$ cat src/rtl/array_linked_list_free_list_defines.svh
// Assertion helpers for the linked list control module.
`ifndef ARRAY_LINKED_LIST_FREE_LIST_DEFINES_SVH
`define ARRAY_LINKED_LIST_FREE_LIST_DEFINES_SVH

`define ALLFL_ASSERT_ALWAYS(label, clk, rst, cond, msg) \
   label: assert property (@(posedge clk) disable iff (rst) (cond)) else $error(msg);

`define ALLFL_ASSERT_IMPLY(label, clk, rst, ante, cons, msg) \
   label: assert property (@(posedge clk) disable iff (rst) (ante) |-> (cons)) \
      else $error(msg);

`define ALLFL_ASSERT_NEXT(label, clk, rst, ante, cons, msg) \
   label: assert property (@(posedge clk) disable iff (rst) (ante) |=> (cons)) \
      else $error(msg);

`endif

$ cat src/rtl/allfl_pkg.sv
`timescale 1ns / 1ps
package allfl_pkg;

   localparam int LIST_SLOTS = 16;
   localparam int DATA_WIDTH = 32;
   localparam int SLOT_W     = $clog2(LIST_SLOTS);
   localparam int LINK_W     = $clog2(LIST_SLOTS + 1);
   localparam int POS_W      = 4;
   localparam int STATUS_W   = 2;

   localparam int REQ_DATA_W = 40;
   localparam int REQ_USER_W = 2;
   localparam int RSP_DATA_W = 40;
   localparam int RSP_USER_W = 2;

   localparam logic [LINK_W-1:0] NULL_LINK = LINK_W'(LIST_SLOTS);

   localparam logic OP_INSERT = 1'b0;
   localparam logic OP_DELETE = 1'b1;

   localparam logic [STATUS_W-1:0] ST_DONE    = 2'd0;
   localparam logic [STATUS_W-1:0] ST_FULL    = 2'd1;
   localparam logic [STATUS_W-1:0] ST_EMPTY   = 2'd2;
   localparam logic [STATUS_W-1:0] ST_NO_SUCC = 2'd3;

   typedef struct packed {
      logic                load;
      logic                rd_first;
      logic                rd_second;
      logic                wr_first;
      logic                wr_second;
      logic                emit;
      logic [STATUS_W-1:0] status;
   } cmd_type;

   typedef struct packed {
      logic op_insert;
      logic at_head;
      logic free_null;
      logic list_null;
      logic succ_null;
      logic out_free;
   } sts_type;

   // link value of a slot that was never written: the next slot, null after the last
   function automatic logic [LINK_W-1:0] reset_link(input logic [SLOT_W-1:0] slot);
      return LINK_W'(slot) + LINK_W'(1);
   endfunction

endpackage

$ cat src/rtl/array_linked_list_free_list.sv
`timescale 1ns / 1ps
// Linked list of 16 slots with a free list, both chained through one link store.
// req channel: one request per handshake, an insert (takes the free-list head,
//   stores the word, links it at the list head or after slot_pos) or a delete
//   (unlinks the list head or the successor of slot_pos and frees that slot).
// rsp channel: exactly one result per request, in request order, carrying the
//   status code, the removed word, the slot used and the empty/full flags.
// Steps: accept, check with the first link read, second link read (delete after
//   a slot), first link write, second link write (insert or delete after a
//   slot), result. A pool-full or list-empty request goes from the check to
//   the result, a missing successor from the second read. One request is worked
//   at a time; the next is accepted the cycle after its result is loaded.
//   The steps are set by the single write port of the link store: an operation
//   after a slot changes two links, and a delete after a slot also reads links
//   twice in sequence.
// Reset: the list is empty and every slot is free in order 0..15; no memory
//   clearing pass is needed.
// Stall: a result waits in the output register; the block finishes the next
//   request and then holds it until the output register is taken.
module array_linked_list_free_list (
   input  logic                               clock,
   input  logic                               reset,
   input  logic                               req_tvalid,
   output logic                               req_tready,
   input  logic [allfl_pkg::REQ_DATA_W-1:0]   req_tdata,  // slot_pos[3:0], value_in[35:4]
   input  logic [allfl_pkg::REQ_USER_W-1:0]   req_tuser,  // opcode[0], at_head[1]
   output logic                               rsp_tvalid,
   input  logic                               rsp_tready,
   output logic [allfl_pkg::RSP_DATA_W-1:0]   rsp_tdata,  // value_out[31:0], slot_used[35:32],
                                                          // now_empty[36], now_full[37]
   output logic [allfl_pkg::RSP_USER_W-1:0]   rsp_tuser   // status[1:0]
);

   allfl_pkg::cmd_type cmd;
   allfl_pkg::sts_type sts;

   allfl_ctrl u_ctrl (
      .clock     (clock),
      .reset     (reset),
      .req_valid (req_tvalid),
      .req_ready (req_tready),
      .sts       (sts),
      .cmd       (cmd)
   );

   allfl_dpath u_dpath (
      .clock      (clock),
      .reset      (reset),
      .cmd        (cmd),
      .sts        (sts),
      .req_tdata  (req_tdata),
      .req_tuser  (req_tuser),
      .rsp_tvalid (rsp_tvalid),
      .rsp_tready (rsp_tready),
      .rsp_tdata  (rsp_tdata),
      .rsp_tuser  (rsp_tuser)
   );

endmodule

$ cat src/rtl/allfl_ctrl.sv
`timescale 1ns / 1ps
`include "array_linked_list_free_list_defines.svh"
module allfl_ctrl (
   input  logic                clock,
   input  logic                reset,
   input  logic                req_valid,
   output logic                req_ready,
   input  allfl_pkg::sts_type  sts,
   output allfl_pkg::cmd_type  cmd
);

   localparam logic [2:0] S_IDLE   = 3'd0;
   localparam logic [2:0] S_READ   = 3'd1;
   localparam logic [2:0] S_READ2  = 3'd2;
   localparam logic [2:0] S_WRITE1 = 3'd3;
   localparam logic [2:0] S_WRITE2 = 3'd4;
   localparam logic [2:0] S_RESP   = 3'd5;

   logic [2:0]                     state_ff, state_in;
   logic [allfl_pkg::STATUS_W-1:0] status_ff, status_in;

   always_ff @(posedge clock) begin
      if (reset) begin
         state_ff  <= S_IDLE;
         status_ff <= allfl_pkg::ST_DONE;
      end else begin
         state_ff  <= state_in;
         status_ff <= status_in;
      end
   end

   always_comb begin
      state_in  = state_ff;
      status_in = status_ff;
      cmd       = '0;
      cmd.status = status_ff;
      req_ready = (state_ff == S_IDLE);
      case (state_ff)
         S_IDLE: begin
            if (req_valid) begin
               cmd.load = 1'b1;
               state_in = S_READ;
            end
         end
         S_READ: begin
            if (sts.op_insert && sts.free_null) begin
               status_in = allfl_pkg::ST_FULL;
               state_in  = S_RESP;
            end else if (!sts.op_insert && sts.list_null) begin
               status_in = allfl_pkg::ST_EMPTY;
               state_in  = S_RESP;
            end else begin
               cmd.rd_first = 1'b1;
               status_in    = allfl_pkg::ST_DONE;
               state_in     = (!sts.op_insert && !sts.at_head) ? S_READ2 : S_WRITE1;
            end
         end
         S_READ2: begin
            if (sts.succ_null) begin
               status_in = allfl_pkg::ST_NO_SUCC;
               state_in  = S_RESP;
            end else begin
               cmd.rd_second = 1'b1;
               state_in      = S_WRITE1;
            end
         end
         S_WRITE1: begin
            cmd.wr_first = 1'b1;
            state_in     = sts.at_head ? S_RESP : S_WRITE2;
         end
         S_WRITE2: begin
            cmd.wr_second = 1'b1;
            state_in      = S_RESP;
         end
         S_RESP: begin
            if (sts.out_free) begin
               cmd.emit = 1'b1;
               state_in = S_IDLE;
            end
         end
         default: begin
            state_in = S_IDLE;
         end
      endcase
   end

   `ALLFL_ASSERT_ALWAYS(a_one_cmd, clock, reset, $onehot0({cmd.load, cmd.rd_first, cmd.rd_second, cmd.wr_first, cmd.wr_second, cmd.emit}), "more than one datapath command")
   `ALLFL_ASSERT_NEXT(a_accept_read, clock, reset, req_valid && req_ready, state_ff == S_READ, "accepted request not checked next")
   `ALLFL_ASSERT_IMPLY(a_write2_order, clock, reset, state_ff == S_WRITE2, $past(state_ff) == S_WRITE1, "second link write without first")

endmodule

$ cat src/rtl/allfl_dpath.sv
`timescale 1ns / 1ps
module allfl_dpath (
   input  logic                                 clock,
   input  logic                                 reset,
   input  allfl_pkg::cmd_type                   cmd,
   output allfl_pkg::sts_type                   sts,
   input  logic [allfl_pkg::REQ_DATA_W-1:0]     req_tdata,
   input  logic [allfl_pkg::REQ_USER_W-1:0]     req_tuser,
   output logic                                 rsp_tvalid,
   input  logic                                 rsp_tready,
   output logic [allfl_pkg::RSP_DATA_W-1:0]     rsp_tdata,
   output logic [allfl_pkg::RSP_USER_W-1:0]     rsp_tuser
);

   localparam int SW = allfl_pkg::SLOT_W;
   localparam int LW = allfl_pkg::LINK_W;
   localparam int DW = allfl_pkg::DATA_WIDTH;
   localparam int NS = allfl_pkg::LIST_SLOTS;

   // latched request
   logic          op_ff, at_head_ff;
   logic [SW-1:0] pos_ff;
   logic [DW-1:0] val_ff;

   // chain heads
   logic [LW-1:0] list_head_ff, list_head_in;
   logic [LW-1:0] free_head_ff, free_head_in;

   // slot being moved
   logic [SW-1:0] y_ff, y_in;

   // link store with per-slot written flags
   logic [LW-1:0] link_mem [NS];
   logic [NS-1:0] link_vld_ff;
   logic          link_we;
   logic [SW-1:0] link_waddr;
   logic [LW-1:0] link_wdata;

   logic [SW-1:0] rd_a_addr_in, rd_a_addr_ff, rd_b_addr_ff;
   logic [LW-1:0] rd_a_raw_ff, rd_b_raw_ff, rd_a, rd_b;
   logic          rd_a_vld_ff, rd_b_vld_ff;
   logic          rd_en;

   // data store
   logic [DW-1:0] data_mem [NS];
   logic [DW-1:0] data_rd_ff;
   logic          data_we;

   // result register
   logic                           rsp_valid_ff, rsp_valid_in;
   logic [allfl_pkg::STATUS_W-1:0] rsp_status_ff;
   logic [DW-1:0]                  rsp_value_ff;
   logic [allfl_pkg::POS_W-1:0]    rsp_slot_ff;
   logic                           rsp_empty_ff, rsp_full_ff;
   logic                           done;

   always_ff @(posedge clock) begin
      if (cmd.load) begin
         op_ff      <= req_tuser[0];
         at_head_ff <= req_tuser[1];
         pos_ff     <= SW'(req_tdata[allfl_pkg::POS_W-1:0]);
         val_ff     <= req_tdata[allfl_pkg::POS_W +: DW];
      end
   end

   assign rd_a = rd_a_vld_ff ? rd_a_raw_ff : allfl_pkg::reset_link(rd_a_addr_ff);
   assign rd_b = rd_b_vld_ff ? rd_b_raw_ff : allfl_pkg::reset_link(rd_b_addr_ff);

   always_comb begin
      rd_en        = cmd.rd_first || cmd.rd_second;
      rd_a_addr_in = rd_a[SW-1:0];
      y_in         = rd_a[SW-1:0];
      if (cmd.rd_first) begin
         if (op_ff == allfl_pkg::OP_INSERT) begin
            rd_a_addr_in = free_head_ff[SW-1:0];
            y_in         = free_head_ff[SW-1:0];
         end else if (at_head_ff) begin
            rd_a_addr_in = list_head_ff[SW-1:0];
            y_in         = list_head_ff[SW-1:0];
         end else begin
            rd_a_addr_in = pos_ff;
            y_in         = pos_ff;
         end
      end
   end

   always_comb begin
      link_we      = 1'b0;
      link_waddr   = y_ff;
      link_wdata   = free_head_ff;
      data_we      = 1'b0;
      list_head_in = list_head_ff;
      free_head_in = free_head_ff;
      if (cmd.wr_first) begin
         link_we = 1'b1;
         if (op_ff == allfl_pkg::OP_INSERT) begin
            data_we      = 1'b1;
            free_head_in = rd_a;
            if (at_head_ff) begin
               link_wdata   = list_head_ff;
               list_head_in = LW'(y_ff);
            end else begin
               link_wdata = rd_b;
            end
         end else if (at_head_ff) begin
            list_head_in = rd_a;
            free_head_in = LW'(y_ff);
         end else begin
            link_waddr = pos_ff;
            link_wdata = rd_a;
         end
      end else if (cmd.wr_second) begin
         link_we = 1'b1;
         if (op_ff == allfl_pkg::OP_INSERT) begin
            link_waddr = pos_ff;
            link_wdata = LW'(y_ff);
         end else begin
            free_head_in = LW'(y_ff);
         end
      end
   end

   always_ff @(posedge clock) begin
      if (link_we) begin
         link_mem[link_waddr] <= link_wdata;
      end
      if (rd_en) begin
         rd_a_raw_ff  <= link_mem[rd_a_addr_in];
         rd_b_raw_ff  <= link_mem[pos_ff];
         rd_a_vld_ff  <= link_vld_ff[rd_a_addr_in];
         rd_b_vld_ff  <= link_vld_ff[pos_ff];
         rd_a_addr_ff <= rd_a_addr_in;
         rd_b_addr_ff <= pos_ff;
         y_ff         <= y_in;
      end
   end

   always_ff @(posedge clock) begin
      if (data_we) begin
         data_mem[y_ff] <= val_ff;
      end
      if (rd_en) begin
         data_rd_ff <= data_mem[y_in];
      end
   end

   always_ff @(posedge clock) begin
      if (reset) begin
         link_vld_ff  <= '0;
         list_head_ff <= allfl_pkg::NULL_LINK;
         free_head_ff <= '0;
         rsp_valid_ff <= 1'b0;
      end else begin
         if (link_we) begin
            link_vld_ff[link_waddr] <= 1'b1;
         end
         list_head_ff <= list_head_in;
         free_head_ff <= free_head_in;
         rsp_valid_ff <= rsp_valid_in;
      end
   end

   assign done         = (cmd.status == allfl_pkg::ST_DONE);
   assign rsp_valid_in = cmd.emit ? 1'b1 : (rsp_tready ? 1'b0 : rsp_valid_ff);

   always_ff @(posedge clock) begin
      if (cmd.emit) begin
         rsp_status_ff <= cmd.status;
         rsp_value_ff  <= (done && op_ff == allfl_pkg::OP_DELETE) ? data_rd_ff : '0;
         rsp_slot_ff   <= done ? allfl_pkg::POS_W'(y_ff) : '0;
         rsp_empty_ff  <= (list_head_ff == allfl_pkg::NULL_LINK);
         rsp_full_ff   <= (free_head_ff == allfl_pkg::NULL_LINK);
      end
   end

   assign sts.op_insert = (op_ff == allfl_pkg::OP_INSERT);
   assign sts.at_head   = at_head_ff;
   assign sts.free_null = (free_head_ff == allfl_pkg::NULL_LINK);
   assign sts.list_null = (list_head_ff == allfl_pkg::NULL_LINK);
   assign sts.succ_null = (rd_a == allfl_pkg::NULL_LINK);
   assign sts.out_free  = !rsp_valid_ff || rsp_tready;

   assign rsp_tvalid = rsp_valid_ff;
   assign rsp_tuser  = rsp_status_ff;
   assign rsp_tdata  = {2'b00, rsp_full_ff, rsp_empty_ff, rsp_slot_ff, rsp_value_ff};

endmodule

$ cat config.mk
export PLATFORM = sky130hd
export DESIGN_NAME = array_linked_list_free_list
export DESIGN_NICKNAME = d
export VERILOG_FILES = /design/src/rtl/allfl_pkg.sv /design/src/rtl/array_linked_list_free_list.sv /design/src/rtl/allfl_ctrl.sv /design/src/rtl/allfl_dpath.sv
export VERILOG_INCLUDE_DIRS = /design/src /design/src/rtl
export SDC_FILE = /design/constraint.sdc
export NUM_CORES = 1
export LEC_CHECK = 0
export BUFFER_PORTS_ARGS = -buffer_cell sky130_fd_sc_hd__clkbuf_2
export CAP_MARGIN = 30
export CORE_UTILIZATION = 45
export DETAILED_ROUTE_END_ITERATION = 16
export GPL_TIMING_DRIVEN = 0
export SETUP_SLACK_MARGIN = 0.3
export SLEW_MARGIN = 20
export SYNTH_ARGS = -nofsm -noshare
export SYNTH_HDL_FRONTEND = slang
export SYNTH_SLANG_ARGS = --single-unit
$ cat constraint.sdc
create_clock -name clock -period 6.1 [get_ports clock]
set_input_delay 0.305 -clock clock [delete_from_list [all_inputs] [get_ports clock]]
set_output_delay 0.305 -clock clock [all_outputs]
set_load 0.01 [all_outputs]
# Yosys cells after proc, flatten, opt, wreduce, memory -nomap -nowiden
# Memories as Yosys holds them, arrays and structs flattened. A register that Yosys moved wholly into a read port is not among the register bits.
# Index checks and enable logic that the tools add are counted.
[totals] register_bits=120 mem_bits_rw=592 output_inout_bits=44 word_cells=122 mem_count=2
[mem_list] memory="u_dpath.data_mem" words=16 word_bits=32 read_ports=1 rd_clocked_by_memory_dff=1 write_ports=1 line_no="allfl_dpath.sv:45" source="logic [DW-1:0] data_mem [NS];"
[mem_list] memory="u_dpath.link_mem" words=16 word_bits=5 read_ports=2 rd_clocked_by_memory_dff=2 write_ports=1 line_no="allfl_dpath.sv:33" source="logic [LW-1:0] link_mem [NS];"
[classes] add_sub_neg=2 n_lt_le_gt_ge=4 n_eq_ne=12 n_mux=62 n_bitwise=2 reduce_logical=19
[ops] cell="$mux 5" n=15
[ops] cell="$mux 4" n=8
[ops] cell="$mux 1" n=26
[ops] cell="$pmux 3 s6" n=1
[ops] cell="$or 16x16->16" n=1
[ops] cell="$eq 5x5->1 const B" n=3
[ops] cell="$lt 4x5->1 const B" n=3
[ops] cell="$mux 3" n=5
[ops] cell="$add 4x1->5 const B" n=2
[ops] cell="$bmux 1 s4" n=2
[ops] cell="$reduce_bool 2->1" n=4
[ops] cell="$eq 3x2->1 const B" n=2
[ops] cell="$eq 3x3->1 const B" n=2
[ops] cell="$mux 2" n=3
[ops] cell="$ne 2x2->1 const B" n=3
[ops] cell="$reduce_and 2->1" n=3
[ops] cell="$logic_and 1x1->1" n=5
[ops] cell="$demux 1 s4" n=1
[ops] cell="$ge 4x1->1 const B" n=1
[ops] cell="$pmux 2 s2" n=1
[ops] cell="$eq 3x1->1 const B" n=1
[ops] cell="$logic_not 3->1" n=1
[ops] cell="$ne 3x3->1 const B" n=1
[ops] cell="$reduce_and 3->1" n=1
[ops] cell="4 further kinds" n=6

# Logic depth before layout (Yosys ltp)
[logic_depth] depth_word=9 depth_mapped=11 depth_no_buf=8

# Hierarchy
# Synthesis repeated with hierarchy kept, for this count alone.
[unflattened] hier_cells=1988 area_unflattened_um2=30693.2
[by_module_without_submodules] module="allfl_dpath" n_inst=1 cells_each=1947 area_per_inst_um2=30346.6 seq_area_each_um2=22221.3
[by_module_without_submodules] module="allfl_ctrl" n_inst=1 cells_each=41 area_per_inst_um2=346.6 seq_area_each_um2=100.1

# Worst setup path before layout
# No wires, ideal clock.
[synth_timing] kind="register to register" from="reg u_dpath.y_ff[0] (netlist name)" to="reg u_dpath.data_rd_ff[0] (read register of u_dpath.data_mem) (enable)" arrival_time_ns=3.995 required_ns=5.620 slack_ns=1.625 path_stages_with_launch=7 n_path_buf=0 path_cell_list="edfxtp_1 > ha_1 > xnor2_1 > o21ai_0 > or3_1 > nand3_1 > a21oi_1"
[synth_lines] item="to (decl)" line_no="allfl_dpath.sv:46" source="logic [DW-1:0] data_rd_ff;"

# Final worst setup path
[layout_timing] from="reg u_ctrl.state_ff[2]" to="reg u_dpath.rd_a_raw_ff[0] (read register of u_dpath.link_mem) (data pin)"
[layout_via] elab_chain_len=3
[layout_rtl] item="from (decl)" line_no="allfl_ctrl.sv:19" source="logic [2:0] state_ff, state_in;"
[layout_rtl] item="from (signal assigned)" line_no="allfl_ctrl.sv:27" source="state_ff <= state_in;"
[layout_rtl] item="$eq 3x1->1 or $eq 3x2->1 (tied branches)" line_no="allfl_ctrl.sv:38" source="case (state_ff)"
[layout_rtl] item="$mux 1" line_no="allfl_ctrl.sv:38"
[layout_rtl] item="$mux 4 or $logic_or 1x1->1 (tied branches)" line_no="allfl_dpath.sv:73, allfl_dpath.sv:70"
[layout_rtl] item="to (decl)" line_no="allfl_dpath.sv:40" source="logic [LW-1:0] rd_a_raw_ff, rd_b_raw_ff, rd_a, rd_b;"
# Parallel ways exist; a longest one is shown, timed or not.
# A chain may end at the register's enable or synchronous reset.

==> results by stage <==
Status:
- The flow ran to the end, and the final reports show no timing, DRC or antenna violations.

Critical path:
- The slowest stage of the critical path belongs to the cell buf_1.
- The category of the worst setup path launch point is a flip-flop.
- Of all nets on the critical path, the largest fanout is 10.
- The stage delay of the slowest cell on the critical path is 0.74 ns.
- The path type of the worst setup path is flip-flop to flip-flop.
- Among cell families on the critical path, the largest total delay comes from buffers and inverters.
- Data on the critical path arrives at its endpoint at ~4.5 ns.
- In this design, the critical path's most frequently occurring cell is buf_2.
- The endpoint identified for the worst register-to-register timing path is u_dpath.rd_a_raw_ff[0].
- The worst path required time is between 6 and 7 ns.
- The worst setup path is captured at a flip-flop.
- Together, buffers and inverters on the worst path number 4.
- Traced cell by cell, the critical path runs through buf_2, nor3b_2, o21ai_4, o21ai_2, nand2_4, inv_2, buf_2, buf_1, nand2_1, a311oi_1, or4_1.
- In this run the register-to-register setup slack is 2.13 ns.
- For the worst flop-to-flop path, the logic depth is 11.
- The startpoint of the worst register-to-register path is u_ctrl.state_ff[2].

Clocking:
- The worst-skew pair later-pin latency is around 0.64 ns.
- The maximum root-to-sink buffer count is 3.
- Buffers inserted during clock tree synthesis total 80.
- The clock-pin slew on the worst setup and hold paths is 0.06 ns.
- The H-tree generated during clock tree synthesis spans 3 levels.
- The CTS tree is done.
- The number of sinks driven by the clock tree is ~750.
- Once the clock tree was built, the resizer swapped 0 gates to a different size.
- The tree is rooted in a clkbuf_16.

Die:
- The cell row count is 95.
- The floorplan step defined a die boundary enclosing around 0.069 mm^2.
- The starting density of the core is 0.4544.
- The height of the chip is 262.2 um.
- The placeable core region is about 0.067 mm^2.
- 90 I/O pins were placed.
- The die width is approximately 260 um.

Logic synthesis:
- Of the total synthesized cell area, the portion taken by full adders, half adders and majority gates is 0.002054.
- edfxtp_1 takes more of the synthesized area than any other cell.
- The portion of synthesized area spent on multiplexers is 0.03183.
- The mapped netlist covers between 0.03 and 0.04 mm^2.
- Of the post-synthesis cell area, the dominant cell type holds 0.7118.
- The gate count after technology mapping is 2058.
- Of the total synthesized cell area, the portion taken by AND, OR, NAND and NOR gates is 0.1092.
- The number of synthesis warnings is 0.
- The average instance area after synthesis is about 15 um^2.
- Ranked by total cell area, the synthesized netlist is headed by edfxtp_1, a311oi_1, nand2_1.
- The share of the synthesized area in compound gates (AO/OA/AOI/OAI) came to 0.09838.
- The async set or reset register ratio after synthesis is 0.
- The portion of the post-synthesis area used by sequential elements is 0.7328.
- After synthesis the netlist holds a flip-flop and latch count of 754.
- Counting distinct cell types in the post-synthesis netlist gives 54.
- The area share of xor/xnor cells in the synthesized design is 0.001150.
- The number of flops mapped to enable cells by yosys is between 700 and 800.
- In the synthesized netlist the dominant register cell turns out to be edfxtp_1.
- By area, the combinational part of the netlist is dominated by simple AND/OR/NAND/NOR gates.

Timing:
- The worst path meets setup with around 2.1 ns of slack.
- The share of the cycle needed by the critical path after routing is 0.6516.
- Between clock sinks in the finished design, the worst skew comes to 0.03923 ns.
- The number of hold violations in the final report was 0.
- Setup repair after global routing left no endpoint under its margin.
- Hold timing on the final database bottoms out at a slack of ~0.037 ns.
- For the finished layout, the period the worst path requires is approximately 4 ns.
- For the pin with the worst max-slew slack, the measured transition is approximately 1.1 ns.
- In this run the tightest slew margin relative to its limit is 0.2807.
- Timing would allow up to about 0.25 GHz.
- The number of slew-limit violations in the final report was 0.
- Setup violations remaining at the end of the flow were counted as 0.

Power and ir drop:
- Cell internal power was estimated by the tool at between 0.009 and 0.01 W.
- The maximum ir drop on the vdd rail is around 0.26 mV.
- After layout, the design draws a total of between 0.01 and 0.015 W.
- Of the total power, registers draw 0.418.
- For this design the static power due to leakage is between 10 and 15 nW.
- The share of total power in combinational logic is 0.268.
- The switching power is 0.005052 W.
- Power spread over the standard cell area amounts to 415.7 mW/mm^2.
- The relative contribution of the clock network to total power is 0.314.
- The switching portion of total power is 0.3407.

Global routing:
- Entering global routing, the biggest net connects 26 pins.
- The overflow left after global routing is 0.
- The via count of the first global-routing pass was between 15k and 20k.
- The wire length of the first global-routing pass is 134500 um.
- The number of antenna violations at the first check in global routing is 4.
- The total routing usage reported by global routing is 0.2759.

Final layout:
- The number of standard cells in the layout, taps in and fillers out is ~3.2k.
- The net count of the finished layout is around 2.4k.
- Of the cells placed in the final design, the portion with a size suffix greater than 1 is 0.1582.
- Measured on the finished design, the core utilization comes to 0.5320.
- The number of fill cells in the layout is between 5k and 6k.
- The layout-stage area growth over the synthesis result is 17.09%.

Drt:
- The wire length per cell after detailed routing is between 20 and 30 um.
- The detailed-routing iteration count for the pre-antenna-repair pass is 5.
- The total length of routed wires is between 90000 and 100000 um.
- Across all layers, the routed design uses about 20k vias.
- After detailed routing, the number of remaining DRC violations is 0.
- The final antenna-violating net count is 0.
- The first-iteration detailed-routing DRC count is around 2.6k.
- In the routed layout, each cell is associated on average with a via count of ~6.2.

Place:
- Routability-driven placement finished with a final weighted congestion of 0.9276.
- The placed wire-length estimate is roughly 64000 um.
- In this run the tool buffered the top-level ports with 83 buffer cells.
- After detailed placement, the design holds a cell count of between 3k and 4k.
- The worst slack at placement is 2.174 ns.

Min path:
- The worst min-delay path class is primary input to flip-flop.
- The cell depth of the worst hold path is 3.
- The terminating pin of the worst hold path is u_dpath.rsp_tvalid.
- The worst hold path begins at rsp_tready.

Run:
- The number of max-cap violations is 0.
==> cells by family after synthesis <==
kind of cell             after synthesis
AO/OA/AOI/OAI                        389
XOR/XNOR                               4
adder cells (fa/ha/maj)                5
buffers and inverters                175
flip-flops                           754
multiplexers                          52
other                                  1
AND/OR/NAND/NOR                      678
==> cell usage in the layout, fill, tap and decap left out, drive strengths merged, types with 38 or more instances in the layout <==
cell and instances:
dlygate4sd3 39, buf 102, a211oi 156, nor2 71, edfxtp 722, or4 38
clkbuf 299, nand2 331, a311oi 154, and3 185
==> worst max path at each step <==
| stage | startpoint | endpoint | slack [ns] | cells after the start |
|---|---|---|---|---|
| after global routing | u_ctrl.state_ff[2] | u_dpath.data_rd_ff[2] | 2.00 | 11 |
| after floorplan | u_dpath.y_ff[0] | u_dpath.data_rd_ff[0] | 1.62 | 6 |
| after global placement | u_dpath.y_ff[1] | u_dpath.data_rd_ff[10] | -1.66 | 6 |
| after CTS | u_dpath.rd_a_vld_ff | u_dpath.data_rd_ff[2] | 2.13 | 10 |
| final | u_ctrl.state_ff[2] | u_dpath.rd_a_raw_ff[0] | 2.13 | 11 |
| after detailed placement | u_dpath.rd_a_vld_ff | u_dpath.data_rd_ff[2] | 2.17 | 10 |
==> cells in the mapped netlist (2+ instances only) <==
| library cell | number |
|---|---|
| and3_1 | 185 |
| or2_2 | 4 |
| nand3_1 | 11 |
| o21ai_0 | 23 |
| a21o_1 | 2 |
| xnor2_1 | 2 |
| and2_1 | 3 |
| dfxtp_1 | 32 |
| a31oi_1 | 3 |
| nor3_1 | 10 |
| or4_1 | 38 |
| a211oi_1 | 156 |
| nand2b_1 | 6 |
| nor2_1 | 70 |
| edfxtp_1 | 722 |
| or4b_4 | 2 |
| mux4_2 | 33 |
| or3_1 | 3 |
| inv_1 | 6 |
| xor2_1 | 2 |
| buf_2 | 41 |
| a311oi_1 | 154 |
| nor3b_1 | 2 |
| mux2i_4 | 2 |
| mux2_4 | 2 |
| a21oi_1 | 33 |
| clkbuf_1 | 110 |
| o21ba_2 | 7 |
| inv_2 | 2 |
| mux2i_1 | 14 |
| buf_1 | 7 |
| ha_1 | 5 |
| buf_4 | 8 |
| nand2_1 | 329 |
| o21a_1 | 6 |
| nor2b_1 | 5 |
==> tightest hold or removal path, delay by kind of cell <==
family	cells	cell delay [ns]
buffers and inverters	1	0.07
and+or+nand+nor	1	0.15
AOI/OAI and AO/OA	1	0.09
==> registers in the layout, indices dropped and copies added, names as in the netlist, 4 cells and up <==
signal                flops
u_dpath.rsp_value_ff     32
u_dpath.data_mem        512
u_dpath.rd_b_addr_ff      4
u_dpath.y_ff              4
u_dpath.rd_b_raw_ff       5
u_dpath.rsp_slot_ff       4
u_dpath.link_mem         80
u_dpath.pos_ff            4
u_dpath.rd_a_raw_ff       5
u_dpath.link_vld_ff      16
u_dpath.list_head_ff      5
u_dpath.data_rd_ff       32
u_dpath.free_head_ff      5
u_dpath.val_ff           32
==> metal layers <==
metal  routed length (um)  share of wire  global-route usage
met1                38460           0.41              0.3829
met2                42970           0.45              0.4238
met3                 8797          0.093             0.04851
met4                 4279          0.045              0.1301
met5                    0              0                   0
==> power groups by stage <==
stage	logic [W]	registers [W]	clock network [W]
after floorplan	0.00214	0.00624	0
after global placement	0.00374	0.00632	0
after detailed placement	0.00385	0.00630	0
after CTS	0.00389	0.00620	0.00470
after global routing	0.00415	0.00622	0.00490
final	0.00397	0.00620	0.00465
==> stage by stage <==
step	instance area [um^2]	setup TNS, ns
3_5_place_dp	32760	0
3_3_place_gp	31970	-238.54
2_1_floorplan	30460	0
4_1_cts	35620	0
5_1_grt	35660	0
6_report	35670	0
==> timing repair <==
item / 4_1_cts / 5_1_grt
buffers inserted: 0 / 0
hold buffers: 39 / 0
endpoints found under the hold margin: 39 / 0
==> layout make-up <==
cell class,instances,area [um^2],share of cell area
multi-input cells,1130,7532,0.2112
diodes,2,5.005,0.0001403
well taps,873,1092,0.03063
plain buffers,167,716.9,0.02010
flip-flops and latches,754,22320,0.6258
inverters,8,30.03,0.0008419
clock inverters,39,320.3,0.008981
clock buffers,106,2152,0.06034
repair buffers,167,1496,0.04196
Note: power is estimated with default switching activity, not from simulation.
